File: config.mk
export PLATFORM = sky130hd
export DESIGN_NAME = fpw_cfg
export DESIGN_NICKNAME = d
export VERILOG_FILES = /design/src/rtl/fpw_pkg.sv /design/src/rtl/fpw_cfg.sv
export SDC_FILE = /design/constraint.sdc
export NUM_CORES = 1
export LEC_CHECK = 0
export BUFFER_PORTS_ARGS = -buffer_cell sky130_fd_sc_hd__buf_2
export CELL_PAD_IN_SITES_DETAIL_PLACEMENT = 2
export CELL_PAD_IN_SITES_GLOBAL_PLACEMENT = 2
export CORE_ASPECT_RATIO = 0.75
export CORE_UTILIZATION = 38
export CTS_BUF_LIST = sky130_fd_sc_hd__clkbuf_16
export DETAILED_ROUTE_END_ITERATION = 10
export HOLD_SLACK_MARGIN = 0.1
export PLACE_DENSITY = 0.86
export SLEW_MARGIN = 20
export SYNTH_ARGS = -nofsm -noshare
export SYNTH_HDL_FRONTEND = slang
export SYNTH_SLANG_ARGS = --single-unit
File: constraint.sdc
create_clock -name clk -period 4.4 [get_ports clk]
set_clock_uncertainty 0.05 [all_clocks]
set_input_delay 0.66 -clock clk [delete_from_list [all_inputs] [get_ports clk]]
set_output_delay 0.66 -clock clk [all_outputs]
set_load 0.01 [all_outputs]
File: src/rtl/fpw_pkg.sv
`timescale 1ns / 1ps
// ----------------------------------------------------------------------------
// fpw_pkg: fuel pulse width types and constants
// Field widths, register indexes, fixed-point constants and the structs
// shared by the configuration block, the pipeline and the back end.
// ----------------------------------------------------------------------------
package fpw_pkg;

	// field widths
	localparam int CELL_W   = 16;
	localparam int MAP_W    = 12;
	localparam int IAT_W    = 12;
	localparam int CORR_W   = 16;
	localparam int LPCT_W   = 10;
	localparam int PW_W     = 15;
	localparam int REQ_W    = 13;
	localparam int PRESS_W  = 14;
	localparam int FLOW_W   = 11;
	localparam int LIM_W    = 10;
	localparam int LIMUS_W  = 15;

	// internal widths
	localparam int VE_W     = 14;
	localparam int T_W      = 16;
	localparam int K_W      = 29;
	localparam int B_W      = 28;
	localparam int DIR_W    = 27;
	localparam int P_W      = 38;
	localparam int NUM1_W   = 62;
	localparam int DEN1_W   = 36;
	localparam int M_W      = 57;
	localparam int NUM2_W   = 41;

	// configuration port
	localparam int CFG_IDX_W  = 3;
	localparam int CFG_DATA_W = 14;

	localparam logic [CFG_IDX_W-1:0] REG_VE_MODE        = 3'd0;
	localparam logic [CFG_IDX_W-1:0] REG_REQUIRED_FUEL  = 3'd1;
	localparam logic [CFG_IDX_W-1:0] REG_RAIL_PRESSURE  = 3'd2;
	localparam logic [CFG_IDX_W-1:0] REG_RATED_PRESSURE = 3'd3;
	localparam logic [CFG_IDX_W-1:0] REG_INJECTOR_FLOW  = 3'd4;
	localparam logic [CFG_IDX_W-1:0] REG_PULSE_LIMIT    = 3'd5;

	// fixed-point constants
	localparam int VE_MAX      = 15000;
	localparam int MAP_MIN     = 200;
	localparam int T_OFS       = 27315;
	localparam int T_MIN       = 25000;
	localparam int AIR_K       = 29315;
	localparam int D_SCALE     = 1000000;
	localparam int FLOW_GAIN   = 220;
	localparam int PRESS_MIN   = 50;
	localparam int FLOW_MIN    = 10;
	localparam int LIM_MIN     = 10;
	localparam int LIM_MAX     = 300;
	localparam int LIM_SCALE   = 100;
	localparam int PW_MIN      = 1000;
	localparam int DIRECT_GAIN = 2560;
	localparam int LAUNCH_BASE = 1000;
	localparam int LAUNCH_MIN  = 1;
	localparam int DIV_125     = 125;
	localparam logic [33:0] RECIP_125 = 34'd8796093022;  // floor(2^40 / 125)
	localparam int RECIP_SH    = 40;
	localparam int P_SAT_BIT   = 23;   // 2^23 / 256 is above any pulse limit

	typedef struct packed {
		logic               ve_mode;
		logic [REQ_W-1:0]   req;
		logic [FLOW_W-1:0]  flow;
		logic [K_W-1:0]     k;
		logic [LIMUS_W-1:0] lim_us;
		logic               busy;
	} cfg_t;

	typedef struct packed {
		logic signed [CELL_W-1:0] disp;
		logic [DIR_W-1:0]         dir;
		logic [CORR_W-1:0]        corr;
		logic                     launch;
		logic [LPCT_W-1:0]        lpct;
		logic                     cut;
	} side_t;

endpackage

File: src/rtl/fpw_cfg.sv
`timescale 1ns / 1ps
// ----------------------------------------------------------------------------
// fpw_cfg: configuration registers and pressure factor
// Holds the registers and, after reset or any write, works out the flow
// factor 220 * isqrt(rated * 2^32 / rail) with a bit-serial divider and a
// two-bits-per-step square root.
// ----------------------------------------------------------------------------
module fpw_cfg import fpw_pkg::*; (
	input  logic                  clk,
	input  logic                  arst_n,
	input  logic                  cfg_valid,
	input  logic [CFG_IDX_W-1:0]  cfg_index,
	input  logic [CFG_DATA_W-1:0] cfg_data,
	output cfg_t                  cfg
);

	localparam logic [2:0] ST_IDLE = 3'd0;
	localparam logic [2:0] ST_LOAD = 3'd1;
	localparam logic [2:0] ST_DIV  = 3'd2;
	localparam logic [2:0] ST_SQRT = 3'd3;
	localparam logic [2:0] ST_MUL  = 3'd4;

	localparam int SH_W   = PRESS_W + 32;
	localparam int ROOT_W = SH_W / 2;
	localparam int SREM_W = ROOT_W + 2;

	logic               ve_mode_q;
	logic [REQ_W-1:0]   req_q;
	logic [PRESS_W-1:0] rail_q;
	logic [PRESS_W-1:0] rated_q;
	logic [FLOW_W-1:0]  flow_q;
	logic [LIM_W-1:0]   lim_q;
	logic [K_W-1:0]     k_q;

	logic [2:0]         state_q;
	logic [5:0]         cnt_q;
	logic [SH_W-1:0]    sh_q;
	logic [PRESS_W-1:0] drem_q;
	logic [SREM_W-1:0]  srem_q;
	logic [ROOT_W-1:0]  root_q;

	logic [PRESS_W-1:0] rail_f;
	logic [PRESS_W-1:0] rated_f;
	logic [FLOW_W-1:0]  flow_f;
	logic [LIM_W-1:0]   lim_f;
	logic [PRESS_W:0]   drem_w;
	logic               dtake;
	logic [SREM_W-1:0]  srem_w;
	logic [SREM_W-1:0]  strial;
	logic               stake;
	logic [K_W-1:0]     k_w;

	assign rail_f  = (rail_q < PRESS_W'(PRESS_MIN)) ? PRESS_W'(PRESS_MIN) : rail_q;
	assign rated_f = (rated_q < PRESS_W'(PRESS_MIN)) ? PRESS_W'(PRESS_MIN) : rated_q;
	assign flow_f  = (flow_q < FLOW_W'(FLOW_MIN)) ? FLOW_W'(FLOW_MIN) : flow_q;
	assign lim_f   = (lim_q < LIM_W'(LIM_MIN)) ? LIM_W'(LIM_MIN) :
	                 (lim_q > LIM_W'(LIM_MAX)) ? LIM_W'(LIM_MAX) : lim_q;

	assign drem_w = {drem_q, sh_q[SH_W-1]};
	assign dtake  = drem_w >= {1'b0, rail_f};
	assign srem_w = {srem_q[SREM_W-3:0], sh_q[SH_W-1:SH_W-2]};
	assign strial = {root_q, 2'b01};
	assign stake  = srem_w >= strial;
	assign k_w    = K_W'(root_q) * K_W'(FLOW_GAIN);

	always_ff @(posedge clk or negedge arst_n) begin
		if (!arst_n) begin
			ve_mode_q <= 1'b1;
			req_q     <= REQ_W'(1000);
			rail_q    <= PRESS_W'(300);
			rated_q   <= PRESS_W'(300);
			flow_q    <= FLOW_W'(220);
			lim_q     <= LIM_W'(200);
		end else if (cfg_valid) begin
			case (cfg_index)
				REG_VE_MODE:        ve_mode_q <= cfg_data[0];
				REG_REQUIRED_FUEL:  req_q     <= cfg_data[REQ_W-1:0];
				REG_RAIL_PRESSURE:  rail_q    <= cfg_data[PRESS_W-1:0];
				REG_RATED_PRESSURE: rated_q   <= cfg_data[PRESS_W-1:0];
				REG_INJECTOR_FLOW:  flow_q    <= cfg_data[FLOW_W-1:0];
				REG_PULSE_LIMIT:    lim_q     <= cfg_data[LIM_W-1:0];
				default: ;
			endcase
		end
	end

	always_ff @(posedge clk or negedge arst_n) begin
		if (!arst_n) begin
			state_q <= ST_LOAD;
			cnt_q   <= '0;
		end else if (cfg_valid) begin
			state_q <= ST_LOAD;
		end else begin
			case (state_q)
				ST_LOAD: begin
					state_q <= ST_DIV;
					cnt_q   <= 6'(SH_W - 1);
				end
				ST_DIV: begin
					if (cnt_q == '0) begin
						state_q <= ST_SQRT;
						cnt_q   <= 6'(ROOT_W - 1);
					end else begin
						cnt_q <= cnt_q - 6'd1;
					end
				end
				ST_SQRT: begin
					if (cnt_q == '0) begin
						state_q <= ST_MUL;
					end else begin
						cnt_q <= cnt_q - 6'd1;
					end
				end
				ST_MUL:  state_q <= ST_IDLE;
				default: state_q <= ST_IDLE;
			endcase
		end
	end

	// quotient shifts into sh_q, then the square root consumes it two bits a step
	always_ff @(posedge clk) begin
		case (state_q)
			ST_LOAD: begin
				sh_q   <= {rated_f, 32'd0};
				drem_q <= '0;
				srem_q <= '0;
				root_q <= '0;
			end
			ST_DIV: begin
				drem_q <= dtake ? PRESS_W'(drem_w - {1'b0, rail_f}) : drem_w[PRESS_W-1:0];
				sh_q   <= {sh_q[SH_W-2:0], dtake};
			end
			ST_SQRT: begin
				srem_q <= stake ? (srem_w - strial) : srem_w;
				root_q <= {root_q[ROOT_W-2:0], stake};
				sh_q   <= {sh_q[SH_W-3:0], 2'b00};
			end
			ST_MUL: k_q <= k_w;
			default: ;
		endcase
	end

	assign cfg.ve_mode = ve_mode_q;
	assign cfg.req     = req_q;
	assign cfg.flow    = flow_f;
	assign cfg.k       = k_q;
	assign cfg.lim_us  = LIMUS_W'(lim_f) * LIMUS_W'(LIM_SCALE);
	assign cfg.busy    = state_q != ST_IDLE;

endmodule

Word level (Yosys, flattened, before mapping)

Index checks and enable logic that the tools add are counted.

Logic and storage cells: 70
Bits of input ports: 20
Output and inout bits: 70
Register bits after elaboration: 205

Eq/ne operators: 12
Reduce and logical (&&, ||, !) cells: 14
Bitwise gates (word level): 1
Add/sub/neg operators: 3
Multiplexer cells: 18
$lt $le $gt $ge: 7
Multipliers: 2

Operators with widths:

| operator                                                       | count |
|---|---|
| one-hot mux 46 bit (3 select lines)                            | 1 |
| one-hot mux 23 bit (2 select lines)                            | 2 |
| 2-to-1 mux 14 bit                                              | 3 |
| < comparator 14 x 6 -> 1 bit, second input constant            | 2 |
| one-hot mux 14 bit (2 select lines)                            | 1 |
| multiplier 23 x 6 -> 27 bit, second input constant             | 1 |
| >= comparator 25 bit                                           | 1 |
| 2-to-1 mux 23 bit                                              | 1 |
| subtractor 23 bit                                              | 1 |
| 2-to-1 mux 10 bit                                              | 2 |
| one-hot mux 6 bit (3 select lines)                             | 1 |
| >= comparator 15 x 14 -> 1 bit                                 | 1 |
| AND reduction 2 bit                                            | 7 |
| subtractor 14 bit                                              | 1 |
| multiplier 10 x 5 -> 13 bit, second input constant             | 1 |
| == test 3 x 2 -> 1 bit, second input constant                  | 4 |
| 2-to-1 mux 6 bit                                               | 2 |
| < comparator 11 x 4 -> 1 bit, second input constant            | 1 |
| 2-to-1 mux 11 bit                                              | 1 |
| greater-than comparator 10 x 9 -> 1 bit, second input constant | 1 |
| < comparator 10 x 4 -> 1 bit, second input constant            | 1 |
| == test 3 bit, second input constant                           | 3 |
| 2-to-1 mux 3 bit                                               | 3 |
| one-hot mux 3 bit (3 select lines)                             | 1 |
| 10 further kinds                                               | 14 |

Longest topological paths before layout

Depth after elaboration: 5
Gate-level depth with buffers: 20
Depth with buffers taken out: 20

Least setup slack after synthesis

Ideal clock, no wire load.

Path type: flip-flop to output port
Start: register lim_q[8]
End: output port cfg[15] (netlist bit)
Slack: -431 ps
Stages on the path, launching flop included: 18
Data required time: 3690 ps
Arrival: 4121 ps
Path buffers: 0
Cell sequence: dfrtp_1 inv_1 o311a_1 o21ai_0 nand2_1 a21oi_1 a21boi_0 ha_1 ha_1 fa_1 ha_1 a21oi_1 o21ai_0 a21o_1 a21o_1 a21o_1 a21oi_1 xnor2_1

RTL lines:

| item                   | RTL line      | source |
|---|---|---|
| from (decl)            | fpw_cfg.sv:32 | `logic [LIM_W-1:0] lim_q;` |
| from (signal assigned) | fpw_cfg.sv:81 | `REG_PULSE_LIMIT: lim_q <= cfg_data[LIM_W-1:0];` |
| to (decl)              | fpw_cfg.sv:14 | `output cfg_t cfg` |

==> results.yml <==
place:
  portBuffers: 85
  place_hpwl_microns: 34500
  preCtsSetupSlack_ns: -0.465
  gp_congestion: 0.786
  placed_cells: 1915
detailed_routing:
  drc: 0
  first_pass_iters: 5
  vias_per_cell: 6.13
  drtIter0Drc: 1153
  via_count: 12300
  ant_nets: 0
  wl_per_cell_microns: 33.2
  drt-total-wl_microns: 66600
floorplanning:
  ios: 90
  die_w_microns: 226
  die_h_microns: 170
  die-area_sq_um: 38300
  rows: 61
  core_area_sq_um: 37000
  start_util: 0.385
cts:
  cts_tree: "built"
  cts_hold_buf: 0
  cts_buffers: 25
  cts-htree-levels: 1
  path_clk_slew_ns: 0.08
  clk_latency_ns: 0.58
  ctsLongestPathBuffers: 3
  clock-sinks: 205
  cts_root_buf: "clkbuf_16"
timing:
  slew_viol_final: 0
  min_period_ns: 5.41
  hold_viol_final: 0
  finalCritPeriodShare: 1.23
  worst_pin_slew_ns: 1.19
  fin_ws_ns: -1.01
  relSlewSlack: 0.201
  fmax_mhz: 185
  rsz0062_at_grt: "yes"
  setup_violations: 16
cells_and_area:
  final_cell_mix: "136 x inv_1, 133 x edfxtp_1, 125 x nor2_1"
  final_common_cell: "inv_1"
  stdcell_count: 2004
  area_delta_synth_final_pct: 22.3
  nFillCells: 3679
  drive_above_1_share: 0.293
  multiInputGateArea_sq_um: 8370
  fin_nets: 1684
  ff_latch_area_sq_um: 5830
critical_path:
  r2r-end: "k_q[25]"
  max_stage_delay_ns: 0.41
  slowest_stage: "dfrtp_1"
  crit_path_end_kind: "primary output"
  worst-r2r-setup-slack_ns: -0.28
  r2r-start: "root_q[11]"
  start_kind: "flip-flop"
  crit_required_ns: 3.69
  path_class: "reg2out"
  crit_fanout: 3
  path_buf_inv: 2
  critPathTopFamily: "compound AO/OA/AOI/OAI gates"
  cp_cell_sequence: "o311a_1 -> o21ai_2 -> nand2_2 -> a21oi_4 -> buf_4 -> nand2_1 -> nand2_2 -> ha_4 -> ha_4 -> nor2b_1 -> ha_4 -> a21oi_4 -> o21ai_2 -> a21o_1 -> a21o_1 -> a21o_1 -> a21oi_2 -> xnor2_2 -> buf_2"
  rr_worst_depth: 17
  cp.arrival_ns: 4.70
global_routing:
  grt_pass1_vias: 13400
  grt_max_degree: 53
  overflow: 0
  track_usage: 0.318
  antenna_found_initial: 2
  grt_pass1_wl_microns: 90200
synth:
  yosys.area.top_type_share: 0.280
  ys_ff_latch: 205
  ys.flop_type: "edfxtp_1"
  seq_area_frac_synth: 0.409
  synthTopCellsByArea: "edfxtp_1 28%, ha_1 10%, fa_1 9.4%"
  synth_cell_types: 78
  synthCells: 1310
  syn-cell-area_sq_um: 14300
  synth_warnings: 0
  syn_area_per_cell_sq_um: 10.9
  synth-edff-count: 133
  synth_largest_area_cell: "edfxtp_1"
  synth-async-reset-ratio: 0.351
hold_path:
  min_path_type: "in2async"
status:
  violations: "negative setup slack"
  outcome: "finished with violations"
power:
  leakagePower_nw: 7.74
  power_mw: 12.3
  vdd_drop_max_uv: 283
  p_per_area_nw_per_um2: 706
flow_run:
  cap_viol_max_count: 0
-- routing by layer --
metal | vias to the layer above | global-route usage | share of wire
li1 | 4894 | - | -
met1 | 6381 | 0.372 | 0.38
met2 | 684 | 0.556 | 0.48
met3 | 317 | 0.0545 | 0.063
met4 | 2 | 0.171 | 0.070
met5 | - | 0.0129 | 0.00020
-- worst max path at each step --
stage	startpoint	endpoint	depth (start not counted)
6_report	lim_q[0]	cfg[15]	19
5_1_grt	lim_q[0]	cfg[15]	18
4_1_cts	lim_q[8]	cfg[15]	22
3_5_place_dp	lim_q[0]	cfg[14]	19
3_3_place_gp	lim_q[0]	cfg[15]	17
2_1_floorplan	lim_q[8]	cfg[15]	18
-- layout make-up --
type	instances	share of cell area
Multi-Input combinational cell	910	0.480
Antenna cell	1	0.000144
Sequential cell	205	0.334
Clock buffer	27	0.0388
Timing Repair Buffer	185	0.0698
Tap cell	504	0.0362
Inverter	153	0.0331
Clock inverter	19	0.00790
-- synthesized netlist by cell type, drive strengths merged (3+ instances only) --
cell / number
mux2: 56
nor3: 17
a21o: 24
or3: 4
edfxtp: 133
o21a: 7
and3: 9
nand3: 15
o211ai: 4
dfstp: 24
xnor2: 49
o21ai: 55
a31o: 3
nand2: 69
fa: 67
clkbuf: 33
mux2i: 69
nand2b: 12
nor2b: 12
buf: 12
o31ai: 4
nor2: 131
a31oi: 9
xor2: 17
o22ai: 4
dfrtp: 48
inv: 153
a2111oi: 3
o21bai: 4
o2111ai: 3
or2: 7
a211oi: 8
a22oi: 3
a21oi: 59
nor4: 10
and2: 11
ha: 117
nand4: 9
-- timing repair --
action | 4_1_cts | 5_1_grt
pin swaps | 53 | 48
endpoints found under the setup margin | 18 | 28
gates resized for setup | 88 | 56
gates cloned | 0 | 0
setup buffers | 27 | 17
-- registers in the layout, indices dropped and copies added, names as in the netlist, 10 cells and up --
signal / cells
srem_q: 23
drem_q: 14
sh_q: 46
rated_q: 14
root_q: 23
lim_q: 10
req_q: 13
rail_q: 14
k_q: 27
flow_q: 11
-- cell families (layout without fill, tap and decap cells) --
family,count (synthesis),count (layout),synth area share
buffers and inverters,198,384,0.0562
DFF,205,205,0.409
AOI/OAI and AO/OA,213,213,0.100
adders and majority gates,184,184,0.197
muxes,125,125,0.0927
xor gates and xnor gates,66,66,0.0406
and+or+nand+nor,317,317,0.104
other,2,6,0.000527
-- worst register-to-register path, stage by stage, from the launching register on --
cell and delay (ns):
edfxtp_1 0.46, inv_2 0.11, fa_1 0.65, inv_2 0.09, fa_1 0.42, inv_1 0.14
fa_1 0.42, inv_1 0.13, ha_4 0.23, buf_6 0.14, a21oi_2 0.25, o21bai_1 0.15
a21oi_2 0.25, o31ai_4 0.11, o31a_1 0.35, o21a_1 0.23, nor2_2 0.12, xnor2_1 0.10
-- stage by stage --
step                      hold WS [ns]  cell area (sq um)  setup TNS (ns)  utilization
after floorplan                  0.314              14300               0            -
after CTS                        0.114              17000           -3.80        0.460
final                            0.127              17400           -5.79        0.471
after detailed placement         0.444              15600           -2.50        0.422
after global placement           0.437              15600         -0.0854        0.422
after global routing             0.149              17400           -6.93        0.471
-- where the power goes --
group          internal, mW  leakage [nW]  total (mW)  switching (mW)
Clock                  1.18         0.424        2.21            1.02
Sequential             2.54          2.20        2.85           0.312
Combinational          3.02          5.11        7.26            4.24
Total                  6.74          7.74        12.3            5.58
Power figures use the tool's default switching activity.
